File: config.mk
export PLATFORM = sky130hd
export DESIGN_NAME = scbc_class_map
export DESIGN_NICKNAME = d
export VERILOG_FILES = /design/src/scbc_pkg.sv /design/src/scbc_class_map.sv
export SDC_FILE = /design/constraint.sdc
export NUM_CORES = 1
export LEC_CHECK = 0
export BUFFER_PORTS_ARGS = -buffer_cell sky130_fd_sc_hd__buf_2
export CAP_MARGIN = 15
export CORE_ASPECT_RATIO = 1.1
export CORE_MARGIN = 1
export CORE_UTILIZATION = 26
export DETAILED_ROUTE_END_ITERATION = 16
export PLACE_DENSITY = 0.69
export SLEW_MARGIN = 40
export SYNTH_ARGS = -nofsm -noshare
export SYNTH_HDL_FRONTEND = slang
export SYNTH_SLANG_ARGS = --single-unit
File: constraint.sdc
create_clock -name vclk -period 2.25
set_clock_uncertainty 0.1 [all_clocks]
set_input_delay 0.1125 -clock vclk [all_inputs]
set_output_delay 0.1125 -clock vclk [all_outputs]
set_load 0.02 [all_outputs]
File: src/scbc_pkg.sv
// Shared types, codes and size-class constants for the size-class block cache.
package scbc_pkg;

  localparam int unsigned ADDR_W   = 48;
  localparam int unsigned SIZE_W   = 40;
  localparam int unsigned BUDGET_W = 24;

  localparam logic [BUDGET_W-1:0] BUDGET_RESET = 24'd8388608;
  // Requests at or below this size bypass the classes
  localparam logic [SIZE_W-1:0]   SMALL_LIMIT  = 40'd32768;

  // Class i has size (5 + i mod 4) << (13 + i / 4)
  localparam int unsigned CLS_MANT_BASE  = 5;
  localparam int unsigned CLS_SHIFT_BASE = 13;

  typedef enum logic [2:0] {
    ACT_CACHED  = 3'd0,
    ACT_MALLOC  = 3'd1,
    ACT_REALLOC = 3'd2,
    ACT_KEEP    = 3'd3,
    ACT_NONE    = 3'd4
  } action_e;

  typedef enum logic [1:0] {
    FATE_NONE  = 2'd0,
    FATE_KEPT  = 2'd1,
    FATE_FREED = 2'd2
  } fate_e;

  typedef struct packed {
    logic [ADDR_W-1:0] block_addr;
    logic [SIZE_W-1:0] block_usable;
    logic [SIZE_W-1:0] old_size;
    logic [SIZE_W-1:0] new_size;
  } req_t;

  typedef struct packed {
    logic [2:0]        action;
    logic [ADDR_W-1:0] result_addr;
    logic [SIZE_W-1:0] backing_size;
    logic [SIZE_W-1:0] copy_bytes;
    logic [1:0]        old_fate;
  } rsp_t;

  // Byte size of one size class
  function automatic logic [SIZE_W-1:0] class_size(input int unsigned idx);
    logic [SIZE_W-1:0] mant;
    mant = SIZE_W'(CLS_MANT_BASE + (idx & 32'd3));
    return mant << (CLS_SHIFT_BASE + (idx >> 2));
  endfunction

endpackage

File: src/scbc_class_map.sv
// Maps a requested size to its serving class and a usable size to its holding class.
module scbc_class_map #(
  parameter int SIZE_CLASSES = 24,
  parameter int CW           = 5
) (
  input  logic [scbc_pkg::SIZE_W-1:0] new_size_i,
  input  logic [scbc_pkg::SIZE_W-1:0] usable_i,
  output logic                        fit_ok_o,
  output logic [CW-1:0]               fit_o,
  output logic                        floor_ok_o,
  output logic [CW-1:0]               floor_o
);
  import scbc_pkg::*;

  localparam logic [SIZE_W-1:0] MAX_CLS = class_size(SIZE_CLASSES - 1);
  localparam logic [SIZE_W-1:0] MIN_CLS = class_size(0);

  // Smallest class that holds the request
  always_comb begin
    fit_ok_o = (new_size_i > SMALL_LIMIT) && (new_size_i <= MAX_CLS);
    fit_o    = '0;
    for (int i = SIZE_CLASSES - 1; i >= 0; i--) begin
      if (class_size(i) >= new_size_i) begin
        fit_o = CW'(i);
      end
    end
  end

  // Largest class the block can stand for
  always_comb begin
    floor_ok_o = (usable_i >= MIN_CLS) && (usable_i <= (MAX_CLS << 1));
    floor_o    = '0;
    for (int i = 0; i < SIZE_CLASSES; i++) begin
      if (class_size(i) <= usable_i) begin
        floor_o = CW'(i);
      end
    end
  end

endmodule

==> flow_metrics.tcl, run 1 <==
set metrics [dict create \
    status "finished clean" \
    setup_viol 0 \
    seq_cells 0 \
    hold_class "input pin to output pin" \
    die_h_um 67.1 \
    synth_most_common_cell "nor2_1" \
    ctsResizeCount 0 \
    antenna_found_initial 0 \
    synth_commonest_cells "nor2_1, nor4_1, a21oi_1" \
    route.detailed.wl_per_inst_um 11.6 \
    crit_path_end_kind "output pin" \
    crit_path_start_kind "input pin" \
    place_area_um2 1540 \
    synth_area_um2 1000 \
    grt_remaining_overflow 0 \
    viasPerCell 5.36 \
    ir_drop_v 0.0000529 \
    rsz0062_at_grt "yes" \
    finalCritPeriodShare_pct 95.0 \
    regArea_um2 0 \
    power.density_nw_per_um2 112 \
    area_growth_pct 57.7 \
    n_antenna_cell 0 \
    ys_seq_area_share_pct 0 \
    hpwlAfterDp_um 2920 \
    fin_crit_ns 2.14 \
    crit_required_ns 2.04 \
    fin_cells 303 \
    critical_path_class "input pin to output pin" \
    cp_max_fo 5 \
    dp_cells 303 \
    first_global_vias 1263 \
    grt_pass1_wl_um 5110 \
    place_congestion 0.856 \
    slew_headroom_pct 64.2 \
    synth_cells 161 \
    core_um2 3650 \
    synth_area_leader_cell "nor4_1" \
    drive_above_1_share_pct 48.2 \
    worst_slew_pin_slew_ns 0.532 \
    yosys_warnings 0 \
    wl_um 3510 \
    netlist.area_leader.share_pct 11.9 \
    grt_util_all_layers_pct 15.4 \
    drt-initial-drc-count 142 \
    finalHoldViolCount 0 \
    syn-num-nets 241 \
    postCtsSetupRepairBufs 0 \
    power_leakage_nw 0.670 \
    drv_slew 0 \
    hold_buffers 0 \
    synthDistinctLibCells 54 \
    start_util_pct 27.4 \
    max_freq_mhz 468 \
    nClkBuffers 0 \
    port_buffers 92 \
    synthTopCellsByArea "nor4_1, nor2_1, a21oi_1, o21ai_0, nand2_1" \
    core.rowCount 23 \
    worstHoldStart "usable_i[21]" \
    ant_nets 0 \
    preCtsSetupSlack_ns 0.0683 \
    setup_slack_ns 0.112 \
    arrival_ns 1.93 \
    dr.pass1.iters 4 \
    fin_nets 335 \
    drc 0 \
    fillers 397 \
    hold_path_end "floor_o[1]" \
    die_w_um 61.2 \
    die_area_um2 4100 \
    hold_depth 4 \
    grt_max_degree 18 \
    via_count 1624 \
    syn_avg_cell_area_um2 6.22 \
    drv_cap 0 \
    pin_count 92 \
    design_area_um2 1580 \
]
==> area by class of cell <==
type / count / area, um2 / area share, %
multi-input combinational: 148 / 972 / 61.6
timing repair buffer: 100 / 526 / 33.3
inverter: 5 / 18.8 / 1.19
tap: 50 / 62.6 / 3.96
==> worst max path at each step <==
stage                        start        to  slack [ns]  cells past startpoint
floorplan            new_size_i[8]  fit_o[1]        0.28                      7
global placement    new_size_i[13]  fit_o[1]        0.10                      9
global route        new_size_i[15]  fit_o[0]      -0.008                      9
detailed placement   new_size_i[8]  fit_o[1]        0.07                      9
finish              new_size_i[15]  fit_o[1]        0.11                      9
CTS                  new_size_i[8]  fit_o[1]        0.06                      9
==> report_power, final <==
part	total, mW	leakage [nW]	internal (mW)	switching, mW
registers	0	0	0	0
clock network	0	0	0	0
logic	0.177	0.670	0.0853	0.0913
total	0.177	0.670	0.0853	0.0913
==> worst max-delay path: stages <==
cell and delay [ns]:
buf_2 0.10, or3_4 0.42, or2_4 0.26, nor3_4 0.23, nor2_2 0.08, a2111oi_2 0.33
nor4_1 0.11, nor3_2 0.12, buf_4 0.16
==> stage by stage <==
| stage | hold WS (ns) | utilization, % | TNS [ns] | power, mW |
|---|---|---|---|---|
| after floorplan | 0.317 | - | 0 | 0.0743 |
| after global placement | 0.531 | 42.2 | 0 | 0.171 |
| after detailed placement | 0.524 | 42.2 | 0 | 0.172 |
| after CTS | 0.527 | 42.2 | 0 | 0.172 |
| after global routing | 0.548 | 43.2 | -0.00811 | 0.195 |
| final | 0.540 | 43.2 | 0 | 0.177 |
==> kinds of logic (layout without fill, tap and decap cells) <==
family / Yosys count / in the layout / share of synthesized area (%)
and+or+nand+nor: 92 / 92 / 55.3
AOI/OAI and AO/OA: 52 / 52 / 34.7
buffers and inverters: 13 / 105 / 6.13
xor gates and xnor gates: 2 / 2 / 1.75
adders and majority gates: 1 / 1 / 1.00
muxes: 1 / 1 / 1.12
==> layer usage <==
layer | GRT usage, % | vias to the layer above | wire length, um
li1 | - | 827 | -
met1 | 18.5 | 716 | 1390
met2 | 30.3 | 81 | 1830
met3 | 0.583 | 0 | 294
met4 | 0.852 | 0 | 0
met5 | 0 | - | 0
==> cell usage in the layout (no fill, tap or decap), drive strengths merged, types with 2 or more instances in the layout <==
| cell type | n |
|---|---|
| a211oi | 4 |
| a21oi | 13 |
| a221o | 2 |
| a311oi | 2 |
| a31oi | 4 |
| and3 | 2 |
| and4 | 2 |
| buf | 100 |
| inv | 5 |
| nand2 | 12 |
| nand2b | 3 |
| nand3 | 4 |
| nand4 | 4 |
| nor2 | 21 |
| nor2b | 2 |
| nor3 | 8 |
| nor4 | 22 |
| nor4b | 2 |
| o21a | 2 |
| o21ai | 12 |
| o22ai | 3 |
| or2 | 3 |
| or3 | 4 |
No activity file was read; power rests on OpenSTA's default activity.
==> run 2: changes to the inputs <==
--- a/config.mk
+++ b/config.mk
@@ -11,6 +11,7 @@
 export CORE_MARGIN = 1
 export CORE_UTILIZATION = 26
 export DETAILED_ROUTE_END_ITERATION = 16
+export MAX_ROUTING_LAYER = met4
 export PLACE_DENSITY = 0.69
 export SLEW_MARGIN = 40
 export SYNTH_ARGS = -nofsm -noshare
==> run 2 against run 1 <==
- combinational power hardly changed
- fmax is 1.0% lower
- global-route usage is 0.39 points higher
- total power hardly changed
- final cell count stayed put
- clock-buffer cell count stayed put
- sequential share of layout area stayed put
- critical path type unchanged
- largest cell class unchanged
- highest routed layer is now met4
==> flow_metrics.tcl, run 2 (synthesized netlist as in run 1, its figures left out) <==
set metrics [dict create \
    status "finished clean" \
    first_global_vias 1260 \
    route.detailed.wl_per_inst_um 11.6 \
    drv_cap 0 \
    pin_count 92 \
    viasPerCell 5.39 \
    p_sw_share_pct 51.7 \
    dr.pass1.iters 4 \
    max_freq_mhz 463 \
    grt_pass1_wl_um 5110 \
    hold_class "input pin to output pin" \
    design_area_um2 1580 \
    start_util_pct 27.4 \
    rsz0062_at_grt "yes" \
    fin_crit_ns 2.16 \
    power_leakage_nw 0.670 \
    critical_path_class "input pin to output pin" \
    n_antenna_cell 0 \
    crit_path_start_kind "input pin" \
    die_w_um 61.2 \
    arrival_ns 1.95 \
    hpwlAfterDp_um 2920 \
    crit_required_ns 2.04 \
    cp_max_fo 5 \
    core.rowCount 23 \
    fin_tns_setup_ns 0 \
    via_count 1634 \
    ir_drop_v 0.0000529 \
    final_common_cell "buf_2" \
    pwr-share-clk_pct 0 \
    place_congestion 0.870 \
    power.switching_mw 0.0914 \
    grt_max_degree 18 \
    postCtsSetupRepairBufs 0 \
    drc 0 \
    crit_path_end_kind "output pin" \
    regArea_um2 0 \
    whs_ns 0.540 \
    antenna_found_initial 0 \
    ant_nets 0 \
    drv_slew 0 \
    worst_slew_pin_slew_ns 0.532 \
    pwr-share-comb_pct 100.0 \
    drt-initial-drc-count 167 \
    die_h_um 67.1 \
    wl_um 3530 \
    grt_remaining_overflow 0 \
    seq_cells 0 \
    port_buffers 92 \
    grt_util_all_layers_pct 15.8 \
    slew_headroom_pct 64.2 \
    hold_buffers 0 \
    area_growth_pct 57.7 \
    die_area_um2 4100 \
    dp_cells 303 \
    fin_nets 335 \
    core_um2 3650 \
    power.density_nw_per_um2 112 \
    finalPower_mw 0.177 \
    power_frac_seq_pct 0 \
    final_cell_mix "buf_2, nor2_1, nor4_1" \
    drive_above_1_share_pct 48.2 \
    nClkBuffers 0 \
    setup_viol 0 \
    ctsResizeCount 0 \
    intPower_mw 0.0853 \
    place_area_um2 1540 \
    finalHoldViolCount 0 \
    finalCritPeriodShare_pct 96.0 \
    fin_cells 303 \
]
run 2: cell counts in the layout (fill, tap and decap cells not counted):
Identical to the previous run, type by type.
run 2: final cells by class:
cell class	instances	area [um2]
Multi-Input combinational cell	148	972
Tap cell	50	62.6
Fill cell	397	2080
Timing Repair Buffer	100	526
Inverter	5	18.8
run 2: routing by layer:
| metal | share of wire, % | up-vias | global-route usage (%) |
|---|---|---|---|
| met5 | 0 | - | - |
| met4 | 0.37 | 0 | 0.852 |
| met3 | 8.3 | 3 | 0.583 |
| met2 | 52 | 80 | 30.3 |
| met1 | 39 | 722 | 18.5 |
| li1 | - | 829 | - |
run 2: critical path, stage by stage:
cell	delay, ns
buf_2	0.10
or3_4	0.42
or2_4	0.26
nor3_4	0.23
nor4_1	0.08
o31ai_1	0.27
o21ai_1	0.12
o22ai_1	0.18
buf_4	0.16
run 2: worst paths after layout:
path                  cells past startpoint            from         end
worst max-delay path                      9  new_size_i[15]    fit_o[0]
worst min-delay path                      4    usable_i[21]  floor_o[1]
run 2: stage by stage:
step,setup WS [ns],util [%]
floorplan,0.282,-
global placement,0.102,42.2
detailed placement,0.0683,42.2
CTS,0.0576,42.2
global route,-0.00811,43.2
finish,0.0901,43.2
run 2: power by group through the flow:
stage / logic, mW / registers (mW) / clock network, mW
after floorplan: 0.0743 / 0 / 0
after global placement: 0.171 / 0 / 0
after detailed placement: 0.172 / 0 / 0
after CTS: 0.172 / 0 / 0
after global routing: 0.195 / 0 / 0
final: 0.177 / 0 / 0
