==> src/scbc_count_mem.sv <==
// Per-class fill counts: small memory with two read ports, one write port, valid bits.
module scbc_count_mem #(
  parameter int SIZE_CLASSES = 24,
  parameter int CW           = 5,
  parameter int KW           = 7
) (
  input  logic          clk_i,
  input  logic          rst_ni,
  input  logic          re_i,
  input  logic [CW-1:0] raddr0_i,
  input  logic [CW-1:0] raddr1_i,
  output logic [KW-1:0] rdata0_o,
  output logic [KW-1:0] rdata1_o,
  input  logic          we_i,
  input  logic [CW-1:0] waddr_i,
  input  logic [KW-1:0] wdata_i
);

  logic [KW-1:0]           mem_q [SIZE_CLASSES];
  logic [SIZE_CLASSES-1:0] valid_q;
  logic [KW-1:0]           rd0_q, rd1_q;
  logic                    rv0_q, rv1_q;

  // Write and read the count array
  always_ff @(posedge clk_i) begin
    if (we_i) begin
      mem_q[waddr_i] <= wdata_i;
    end
    if (re_i) begin
      rd0_q <= mem_q[raddr0_i];
      rd1_q <= mem_q[raddr1_i];
    end
  end

  // Track written entries; an unwritten count reads as zero
  always_ff @(posedge clk_i or negedge rst_ni) begin
    if (!rst_ni) begin
      valid_q <= '0;
      rv0_q   <= 1'b0;
      rv1_q   <= 1'b0;
    end else begin
      if (we_i) begin
        valid_q[waddr_i] <= 1'b1;
      end
      if (re_i) begin
        rv0_q <= valid_q[raddr0_i];
        rv1_q <= valid_q[raddr1_i];
      end
    end
  end

  assign rdata0_o = rv0_q ? rd0_q : '0;
  assign rdata1_o = rv1_q ? rd1_q : '0;

endmodule

==> config.mk <==
export PLATFORM = sky130hd
export DESIGN_NAME = scbc_count_mem
export DESIGN_NICKNAME = d
export VERILOG_FILES = /design/src/scbc_count_mem.sv
export SDC_FILE = /design/constraint.sdc
export NUM_CORES = 1
export LEC_CHECK = 0
export BUFFER_PORTS_ARGS = -buffer_cell sky130_fd_sc_hd__buf_2
export CAP_MARGIN = 15
export CORE_MARGIN = 2
export CORE_UTILIZATION = 49
export DETAILED_ROUTE_END_ITERATION = 8
export PLACE_DENSITY = 0.67
export RECOVER_POWER = 100
export SYNTH_ARGS = -nofsm -noshare
export SYNTH_HDL_FRONTEND = slang
export SYNTH_SLANG_ARGS = --single-unit
==> constraint.sdc <==
create_clock -name clk_i -period 2 [get_ports clk_i]
set_clock_uncertainty 0.15 [all_clocks]
set_input_delay 0.4 -clock clk_i [delete_from_list [all_inputs] [get_ports clk_i]]
set_output_delay 0.4 -clock clk_i [all_outputs]
set_load 0.005 [all_outputs]
==> flow_metrics.py, run 1 <==
metrics = {
    "timing": {
        "timing.final.ws_setup_ns": 0.03113,
        "finalCriticalPeriod_ns": 1.969,
        "rsz0062_at_grt": "false",
        "worst_pin_slew_ns": 1.136,
        "clock.fmax_mhz": 507.9,
        "slew_headroom_pct": 24.29,
        "slew_violations": 0,
        "min_period_over_period_pct": 98.44,
        "finalSetupTns_ns": 0,
        "hold_viol_final": 0,
        "holdWs_ns": 0.2317,
        "setup_viol": 0,
    },
    "yosys": {
        "synthMuxAreaShare_pct": 25.70,
        "synth_fa_ha_area_share_pct": 0,
        "yosysTopAreaCell": "edfxtp_1",
        "synth_top_family_by_area": "multiplexers",
        "yosysUniqueCellTypes": 27,
        "yosys.area.top_type_share_pct": 56.42,
        "ys_top_cells_by_area": "edfxtp_1 (56%), mux4_2 (25%), dfrtp_1 (6.7%)",
        "synth_xor_area_share_pct": 0,
        "ys.warnings.count": 0,
        "syn_avg_cell_area_sq_um": 17.81,
        "netlist_area_sq_um": 9687,
        "yosys.area_share.simple_pct": 8.202,
        "syn_inst": 544,
        "ys_seq_area_share_pct": 63.14,
        "synth_nets": 570,
        "synth_compound_area_share_pct": 0.8783,
        "ys_seq_elements": 208,
    },
    "routing": {
        "vias_per_cell": 5.992,
        "drtPass1Iterations": 4,
        "vias": 5501,
        "wl_per_cell_um": 25.93,
        "drc": 0,
        "wl_mm": 23.80,
        "drt_iter0_drc": 510,
        "drtAntennaViolNets": 0,
    },
    "clock_network": {
        "cts_resized": 0,
        "cts_sinks": 208,
        "insertion_delay_ns": 0.52,
        "htree_levels": 1,
        "cts_made_buffers": 23,
        "clockRootBuffer": "clkbuf_16",
        "clk_pin_slew_worst_paths_ns": 0.06,
        "cts_post_setup_buffers_inserted": 0,
        "cts_tree": "built",
        "cts_max_path_buffers": 3,
    },
    "power": {
        "clkPwrFrac_pct": 39.8,
        "p_leak_nw": 3.876,
        "pwr-share-seq_pct": 49.8,
        "power_frac_comb_pct": 10.4,
        "ir_worst_vdd_mv": 0.5638,
        "powerDensity_nw_per_um2": 903.1,
        "swShare_pct": 22.79,
        "switchingPower_mw": 2.317,
        "internal-power_mw": 7.849,
    },
    "grt": {
        "grt_pass1_vias": 5786,
        "grt_max_degree": 27,
        "grt_util_all_layers_pct": 23.92,
        "gr-total-overflow": 0,
        "antenna_found_initial": 0,
        "grt_pass1_wl_mm": 35.78,
    },
    "setup_path": {
        "worst-path-buf-inv": 0,
        "crit_start": "mem_q[10][6]",
        "worstPathMaxFanout": 2,
        "worstSetupPathType": "reg2reg",
        "timing.rr.start": "mem_q[10][6]",
        "crit_chain": "mux4_2 > nand2_1 > nand2_1 > mux4_2",
        "cp_data_required_time_ns": 2.11,
        "cp-end-kind": "flop",
        "cp_top_family": "multiplexers",
        "crit_arrival_ns": 2.08,
        "cp_slowest_stage_delay_ns": 0.49,
        "startpoint_type": "flop",
        "slowest_stage": "mux4_2",
    },
    "floorplan": {
        "die_w_um": 144.6,
        "die_y_um": 144.6,
        "core_sq_um": 19460,
        "dieArea_sq_um": 20910,
        "start_util_pct": 49.77,
        "ioPinCount": 40,
        "num_rows": 51,
    },
    "placement": {
        "placed_cells": 876,
        "routabilityCongestion": 0.8069,
        "dp_slack_ns": -0.3716,
        "place_hpwl_mm": 16.30,
        "portBuffers": 39,
    },
    "final_layout": {
        "final_layout_size_suffix_gt1_share_pct": 34.15,
        "nets": 663,
        "diodes": 0,
        "stdcell_count": 918,
        "syn_to_final_growth_pct": 16.21,
        "fin_util_pct": 57.84,
    },
    "hold_path": {
        "min_from": "raddr0_i[4]",
        "hold_class": "in2reg",
    },
    "run": {
        "max-cap-violations": 0,
    },
    "status": {
        "status": "finished clean",
    },
}
final cells by class:
type                            instances  area, sq um
Multi-Input combinational cell        299         3369
Tap cell                              265        331.6
Sequential cell                       208         6116
Fill cell                            1512         8205
Clock buffer                           28        594.3
Inverter                                4        15.01
Timing Repair Buffer                  101        711.9
Clock inverter                         13        118.9
power groups by stage:
stage | combinational, mW | sequential (mW) | clock [mW]
finish | 1.06 | 5.06 | 4.04
global route | 1.14 | 5.08 | 4.26
CTS | 1.09 | 5.06 | 4.10
detailed placement | 1.08 | 5.15 | 0
global placement | 1.06 | 5.13 | 0
floorplan | 0.712 | 5.08 | 0
registers in the layout, indices dropped and copies added, names as in the netlist:
| name | cells |
|---|---|
| mem_q | 168 |
| rv0_q | 1 |
| rv1_q | 1 |
| rd1_q | 7 |
| valid_q | 24 |
| rd0_q | 7 |
synthesized netlist by cell type:
cell	instances
a22oi_1	3
o21ai_0	1
o2111ai_1	3
buf_6	5
nand4_1	3
a221oi_1	3
nor2b_1	4
mux2i_1	8
and2_1	14
buf_2	11
or3b_2	2
nand2b_1	1
mux4_2	106
inv_1	4
buf_1	3
or2_2	24
or3_1	1
buf_8	1
nor2_1	30
a21oi_1	1
nand3_1	2
clkbuf_1	13
edfxtp_1	182
dfrtp_1	26
mux2_2	2
nand3b_1	5
nand2_1	86
per-layer routing:
layer  GRT usage [%]  vias up  wire, um
li1                -     2366         -
met1           34.18     2851      9856
met2           38.46      249     11580
met3           3.742       35      1822
met4           7.511        0       549
met5               0        -         0
logic make-up after synthesis:
group / Yosys count
flip-flops: 208
AND/OR/NAND/NOR: 172
multiplexers: 116
buffers and inverters: 37
AO/OA/AOI/OAI: 11
layout by cell type (no fill, tap or decap), drive strengths merged, types with 2 or more instances in the layout:
cell,n
a221oi,3
a22oi,3
and2,14
buf,56
bufinv,2
clkbuf,72
clkinv,8
clkinvlp,2
dfrtp,26
edfxtp,182
inv,5
mux2,2
mux2i,8
mux4,106
nand2,86
nand3,2
nand3b,5
nand4,3
nor2,30
nor2b,4
o2111ai,3
or2,24
or3b,2
worst min-delay path: cells and delay by family:
family	cells	cell delay [ns]
buffers and inverters	1	0.22
and+or+nand+nor	2	0.22
worst paths after layout:
check                           slack [ns]     endpoint  depth (start not counted)
worst min register to register        0.34  valid_q[22]                          1
max in group asynchronous             0.93   valid_q[0]                          2
min in group asynchronous             0.31  valid_q[17]                          2
worst min-delay path                  0.23        rv0_q                          3
worst max register to register        0.03     rd1_q[6]                          4
worst max-delay path                  0.03     rd1_q[6]                          4
through the flow:
| step | power [mW] | cell area, sq um |
|---|---|---|
| 2_1_floorplan | 5.790 | 9767 |
| 3_3_place_gp | 6.194 | 10680 |
| 3_5_place_dp | 6.229 | 10680 |
| 4_1_cts | 10.24 | 11400 |
| 5_1_grt | 10.48 | 11260 |
| 6_report | 10.17 | 11260 |
what timing repair did:
action / in CTS / in global routing
hold buffers: 1 / 0
hold endpoints to repair: 26 / 0
setup endpoints to repair: 0 / 1
Power figures use the tool's default switching activity.
==> inputs of run 2 (changes only) <==
--- a/config.mk
+++ b/config.mk
@@ -10,7 +10,7 @@
 export CORE_MARGIN = 2
 export CORE_UTILIZATION = 49
 export DETAILED_ROUTE_END_ITERATION = 8
-export PLACE_DENSITY = 0.67
+export PLACE_DENSITY = 0.69
 export RECOVER_POWER = 100
 export SYNTH_ARGS = -nofsm -noshare
 export SYNTH_HDL_FRONTEND = slang
==> constraint.sdc (replaced) <==
create_clock -name clk_i -period 1.65 [get_ports clk_i]
set_clock_uncertainty 0.15 [all_clocks]
set_input_delay 0.33 -clock clk_i [delete_from_list [all_inputs] [get_ports clk_i]]
set_output_delay 0.33 -clock clk_i [all_outputs]
set_load 0.005 [all_outputs]
==> flow_metrics.py, run 2 (synthesized netlist as in run 1, its figures left out) <==
metrics = {
    "clock_network": {
        "clk_pin_slew_worst_paths_ns": 0.06,
        "clockRootBuffer": "clkbuf_16",
        "insertion_delay_ns": 0.51,
        "cts_max_path_buffers": 3,
        "cts_made_buffers": 22,
        "htree_levels": 1,
        "cts_sinks": 208,
        "cts_tree": "built",
    },
    "power": {
        "clkPwrFrac_pct": 41.6,
        "switchingPower_mw": 2.857,
        "internal-power_mw": 10.26,
        "p_leak_nw": 4.236,
        "ir_worst_vdd_mv": 0.9672,
        "powerDensity_nw_per_um2": 1099,
        "pwr-share-seq_pct": 46.8,
        "power_frac_comb_pct": 11.6,
        "swShare_pct": 21.79,
    },
    "setup_path": {
        "crit_chain": "mux4_2 > nand2_2 > nand2_2 > mux4_2",
        "crit_arrival_ns": 2.11,
        "slowest_stage": "mux4_2",
        "worstSetupPathType": "reg2reg",
        "cp_data_required_time_ns": 1.73,
        "startpoint_type": "flop",
        "worstPathMaxFanout": 2,
        "cp_slowest_stage_delay_ns": 0.53,
        "cp-end-kind": "flop",
    },
    "routing": {
        "wl_met3_mm": 2.101,
        "wl_mm": 25.34,
        "drc": 0,
        "dr_wl_met2_mm": 12.39,
        "drtPass1Iterations": 5,
        "drt_iter0_drc": 643,
        "wl_per_cell_um": 26.88,
        "wl_met1_mm": 10.05,
        "vias": 5780,
        "top_layer": "met4",
        "vias_per_cell": 6.129,
        "drtAntennaViolNets": 0,
    },
    "timing": {
        "setup_viol": 42,
        "slew_headroom_pct": 15.34,
        "finalSetupTns_ns": -5.191,
        "rsz0062_at_grt": "true",
        "holdWs_ns": 0.09055,
        "clock.fmax_mhz": 490.9,
        "slew_violations": 0,
        "finalCriticalPeriod_ns": 2.037,
        "hold_viol_final": 0,
        "timing.final.ws_setup_ns": -0.3871,
        "min_period_over_period_pct": 123.5,
        "worst_pin_slew_ns": 1.270,
    },
    "final_layout": {
        "largest_register_ffs": 168,
        "regMostFlops": "mem_q",
        "mostFrequentLayoutCell": "edfxtp_1",
        "diodes": 0,
        "nets": 690,
        "syn_to_final_growth_pct": 23.16,
        "mostFrequentLayoutCells": "edfxtp_1 (182), mux4_2 (106), nand2_2 (42), nand2_1 (41), clkbuf_1 (34)",
        "final_layout_size_suffix_gt1_share_pct": 47.20,
        "fillers": 1359,
        "stdcell_count": 943,
        "largestRegisters": "mem_q x168, valid_q x24",
    },
    "floorplan": {
        "num_rows": 51,
        "die_w_um": 144.6,
        "core_sq_um": 19460,
        "start_util_pct": 49.77,
        "die_y_um": 144.6,
        "dieArea_sq_um": 20910,
        "ioPinCount": 40,
    },
    "grt": {
        "grt_max_degree": 27,
        "grt_util_all_layers_pct": 25.87,
        "antenna_found_initial": 0,
        "gr-total-overflow": 0,
        "grt_pass1_vias": 6002,
        "grt_pass1_wl_mm": 38.16,
    },
    "placement": {
        "dp_slack_ns": -0.7473,
        "routabilityCongestion": 0.8704,
        "portBuffers": 39,
        "placed_cells": 900,
        "place_hpwl_mm": 17.06,
    },
    "status": {
        "violations": "setup timing",
        "status": "complete, but fails checks",
    },
    "hold_path": {
        "hold_class": "in2reg",
    },
    "run": {
        "max-cap-violations": 0,
    },
}
-- run 2: changes by cell type in the layout (fill, tap and decap cells not counted), moves of 5 or more --
cell      previous run  this run
nor2_1              30        25
clkbuf_2             1        14
and2_0               9         0
and2_4               0         7
buf_4               19        29
nand2_1             86        41
nand2_2              0        42
buf_6                2         8
clkbuf_1            48        34
-- run 2: worst paths after layout --
check | end | cells past startpoint | from | slack (ns)
worst min register to register | valid_q[13] | 1 | valid_q[13] | 0.35
worst max-delay path | rd1_q[4] | 4 | mem_q[7][4] | -0.39
max in group asynchronous | rv0_q | 2 | rst_ni | 0.61
min in group asynchronous | valid_q[21] | 2 | rst_ni | 0.26
worst min-delay path | rv0_q | 3 | re_i | 0.09
worst max register to register | rd1_q[4] | 4 | mem_q[7][4] | -0.39
-- run 2: routing by layer --
metal / track usage [%] / up-vias
li1: - / 2428
met1: 35.91 / 2996
met2: 41.81 / 297
met3: 5.629 / 59
met4: 7.665 / 0
met5: 0 / -
-- run 2: worst max-delay path, delay by kind of cell (launching register included) --
kind	cells	cell delay, ns
DFF	1	0.42
and+or+nand+nor	2	0.15
muxes	2	1.04
-- run 2: layout make-up --
type                    instances  area, sq um  area share (%)
inverters                       4        15.01          0.1259
repair buffers                129         1111           9.313
well taps                     265        331.6           2.779
multi-input cells             299         3555           29.80
flip-flops and latches        208         6117           51.27
clock buffers                  25        583.1           4.887
clock inverters                13        217.7           1.825
-- run 2: through the flow --
stage | utilization [%] | cell area [sq um] | power (mW)
after floorplan | - | 9837 | 7.034
final | 61.30 | 11930 | 13.11
after CTS | 61.85 | 12040 | 13.13
after detailed placement | 56.58 | 11010 | 7.628
after global routing | 61.30 | 11930 | 13.48
after global placement | 56.58 | 11010 | 7.582
-- run 2: power by group through the flow --
stage	logic [mW]	clock network (mW)	registers, mW
floorplan	0.880	0	6.15
global placement	1.37	0	6.21
detailed placement	1.40	0	6.23
CTS	1.48	5.52	6.13
global route	1.62	5.71	6.16
finish	1.52	5.46	6.14
-- run 2: what timing repair did --
item,4_1_cts,5_1_grt
setup buffers,1,0
hold endpoints to repair,26,0
gates resized for setup,40,30
gates cloned,3,0
hold buffers,1,0
pin swaps,22,14
endpoints found under the setup margin,30,30
==> inputs of run 3 (changes only) <==
--- a/config.mk
+++ b/config.mk
@@ -8,9 +8,9 @@
 export BUFFER_PORTS_ARGS = -buffer_cell sky130_fd_sc_hd__buf_2
 export CAP_MARGIN = 15
 export CORE_MARGIN = 2
-export CORE_UTILIZATION = 49
+export CORE_UTILIZATION = 56
 export DETAILED_ROUTE_END_ITERATION = 8
-export PLACE_DENSITY = 0.69
+export PLACE_DENSITY = 0.77
 export RECOVER_POWER = 100
 export SYNTH_ARGS = -nofsm -noshare
 export SYNTH_HDL_FRONTEND = slang
==> flow_metrics.py, run 3 (synthesized netlist as in run 1, its figures left out) <==
metrics = {
    "final_layout": {
        "mostFrequentLayoutCell": "edfxtp_1",
        "syn_to_final_growth_pct": 18.82,
        "fillers": 1111,
        "regArea_sq_um": 6116,
        "largestRegisters": "mem_q x168, valid_q x24",
        "multi_input_area_sq_um": 3547,
        "stdcell_count": 882,
        "nets": 668,
        "final_layout_size_suffix_gt1_share_pct": 44.90,
        "largest_register_ffs": 168,
        "regMostFlops": "mem_q",
        "diodes": 0,
        "mostFrequentLayoutCells": "edfxtp_1 (182), mux4_2 (106), nand2_1 (43), nand2_2 (41), clkbuf_1 (28)",
    },
    "timing": {
        "setup_viol": 29,
        "worst_pin_slew_ns": 1.127,
        "timing.final.ws_setup_ns": -0.3499,
        "finalCriticalPeriod_ns": 2.000,
        "rsz0062_at_grt": "true",
        "clock.fmax_mhz": 500.0,
        "min_period_over_period_pct": 121.2,
        "slew_headroom_pct": 24.83,
        "hold_viol_final": 0,
        "slew_violations": 0,
    },
    "hold_path": {
        "min_delay_path_depth": 1,
        "min_from": "re_i",
        "hold_end": "rd0_q[3]",
        "hold_class": "in2reg",
    },
    "setup_path": {
        "cp-end-kind": "flop",
        "startpoint_type": "flop",
        "worstSetupPathType": "reg2reg",
        "reg2reg_depth": 4,
        "worstPathMaxFanout": 2,
        "cp_data_required_time_ns": 1.72,
        "crit_arrival_ns": 2.07,
        "timing.rr.start": "mem_q[15][2]",
        "rrSetupSlack_ns": -0.35,
        "r2r-end": "rd0_q[2]",
    },
    "routing": {
        "drc": 0,
        "drt_iter0_drc": 745,
        "vias_per_cell": 6.493,
        "drtPass1Iterations": 5,
        "vias": 5727,
        "drtAntennaViolNets": 0,
        "wl_mm": 24.62,
        "wl_per_cell_um": 27.92,
    },
    "placement": {
        "routabilityCongestion": 0.8519,
        "dp_slack_ns": -0.6642,
        "place_hpwl_mm": 16.31,
        "portBuffers": 39,
        "placed_cells": 841,
    },
    "grt": {
        "gr-total-overflow": 0,
        "grt_pass1_vias": 6105,
        "grt_pass1_wl_mm": 36.67,
        "antenna_found_initial": 1,
        "grt-busiest-layer": "met2",
        "grt_use_met1_pct": 37.85,
        "grtUsageMet2_pct": 45.63,
        "grt_util_all_layers_pct": 27.85,
        "grtUsageMet3_pct": 4.901,
        "grt_max_degree": 27,
    },
    "floorplan": {
        "die_w_um": 135.5,
        "die_y_um": 135.5,
        "num_rows": 48,
        "dieArea_sq_um": 18370,
        "ioPinCount": 40,
        "start_util_pct": 56.59,
        "core_sq_um": 17120,
    },
    "clock_network": {
        "htree_levels": 1,
        "cts_made_buffers": 21,
        "cts_max_path_buffers": 3,
        "insertion_delay_ns": 0.50,
        "clockRootBuffer": "clkbuf_16",
        "cts_sinks": 208,
        "clk_pin_slew_worst_paths_ns": 0.07,
        "cts_post_setup_buffers_inserted": 0,
        "cts_tree": "built",
    },
    "power": {
        "ir_worst_vdd_mv": 1.312,
        "p_leak_nw": 4.073,
        "powerDensity_nw_per_um2": 1065,
    },
    "status": {
        "violations": "setup timing",
        "status": "complete, but fails checks",
    },
    "run": {
        "max-cap-violations": 0,
    },
}
## run 3: changes by cell type in the layout (fill, tap and decap cells not counted), moves of 3 or more
cell / before / now
and2_1: 7 / 11
clkbuf_1: 34 / 28
clkinv_1: 2 / 5
bufinv_16: 6 / 3
buf_12: 17 / 14
buf_4: 29 / 25
buf_6: 8 / 3
bufbuf_16: 3 / 0
buf_2: 19 / 23
and2_4: 7 / 3
## run 3: critical path, stage by stage (launching register included)
cell      delay (ns)
edfxtp_1        0.42
mux4_2          0.52
nand2_2         0.08
nand2_2         0.06
mux4_2          0.49
## run 3: per-layer routing
metal	up-vias	wire length [um]
li1	2378	-
met1	2918	8919
met3	64	2472
met2	365	12240
met5	-	15
met4	2	974
## run 3: final cells by class
cell class / instances / area share (%)
Timing Repair Buffer: 108 / 7.588
Tap cell: 225 / 2.446
Clock buffer: 26 / 4.729
Clock inverter: 12 / 1.152
Sequential cell: 208 / 53.14
Inverter: 4 / 0.1304
Multi-Input combinational cell: 299 / 30.82
## run 3: worst max-delay path by stage
stage | startpoint | end | cells past startpoint
final | mem_q[15][2] | rd0_q[2] | 4
after global placement | raddr1_i[0] | rd1_q[5] | 6
after global routing | mem_q[15][2] | rd0_q[2] | 4
after floorplan | raddr1_i[0] | rd1_q[4] | 6
after CTS | mem_q[15][2] | rd0_q[2] | 4
after detailed placement | raddr1_i[0] | rd1_q[5] | 6
## run 3: through the flow
step	cell area, sq um	utilization, %	hold WS (ns)	power (mW)	setup TNS, ns
6_report	11510	67.24	0.1789	12.26	-5.317
5_1_grt	11510	67.24	0.1930	12.59	-6.319
4_1_cts	11610	67.82	0.04326	12.27	-5.151
3_5_place_dp	10820	63.21	0.2088	7.568	-26.09
3_3_place_gp	10820	63.21	0.2045	7.505	-22.47
2_1_floorplan	9837	-	-0.1156	7.034	-5.867
## run 3: report_power, final
group	leakage, nW	switching (mW)	internal [mW]
logic	1.79	0.657	0.748
registers	1.95	0.179	5.97
clock network	0.331	1.90	2.81
## run 3: what timing repair did
item,4_1_cts,5_1_grt
gates cloned,0,2
pin swaps,28,10
gates resized for setup,35,20
endpoints found under the hold margin,26,0
endpoints found under the setup margin,29,30
hold buffers,1,0
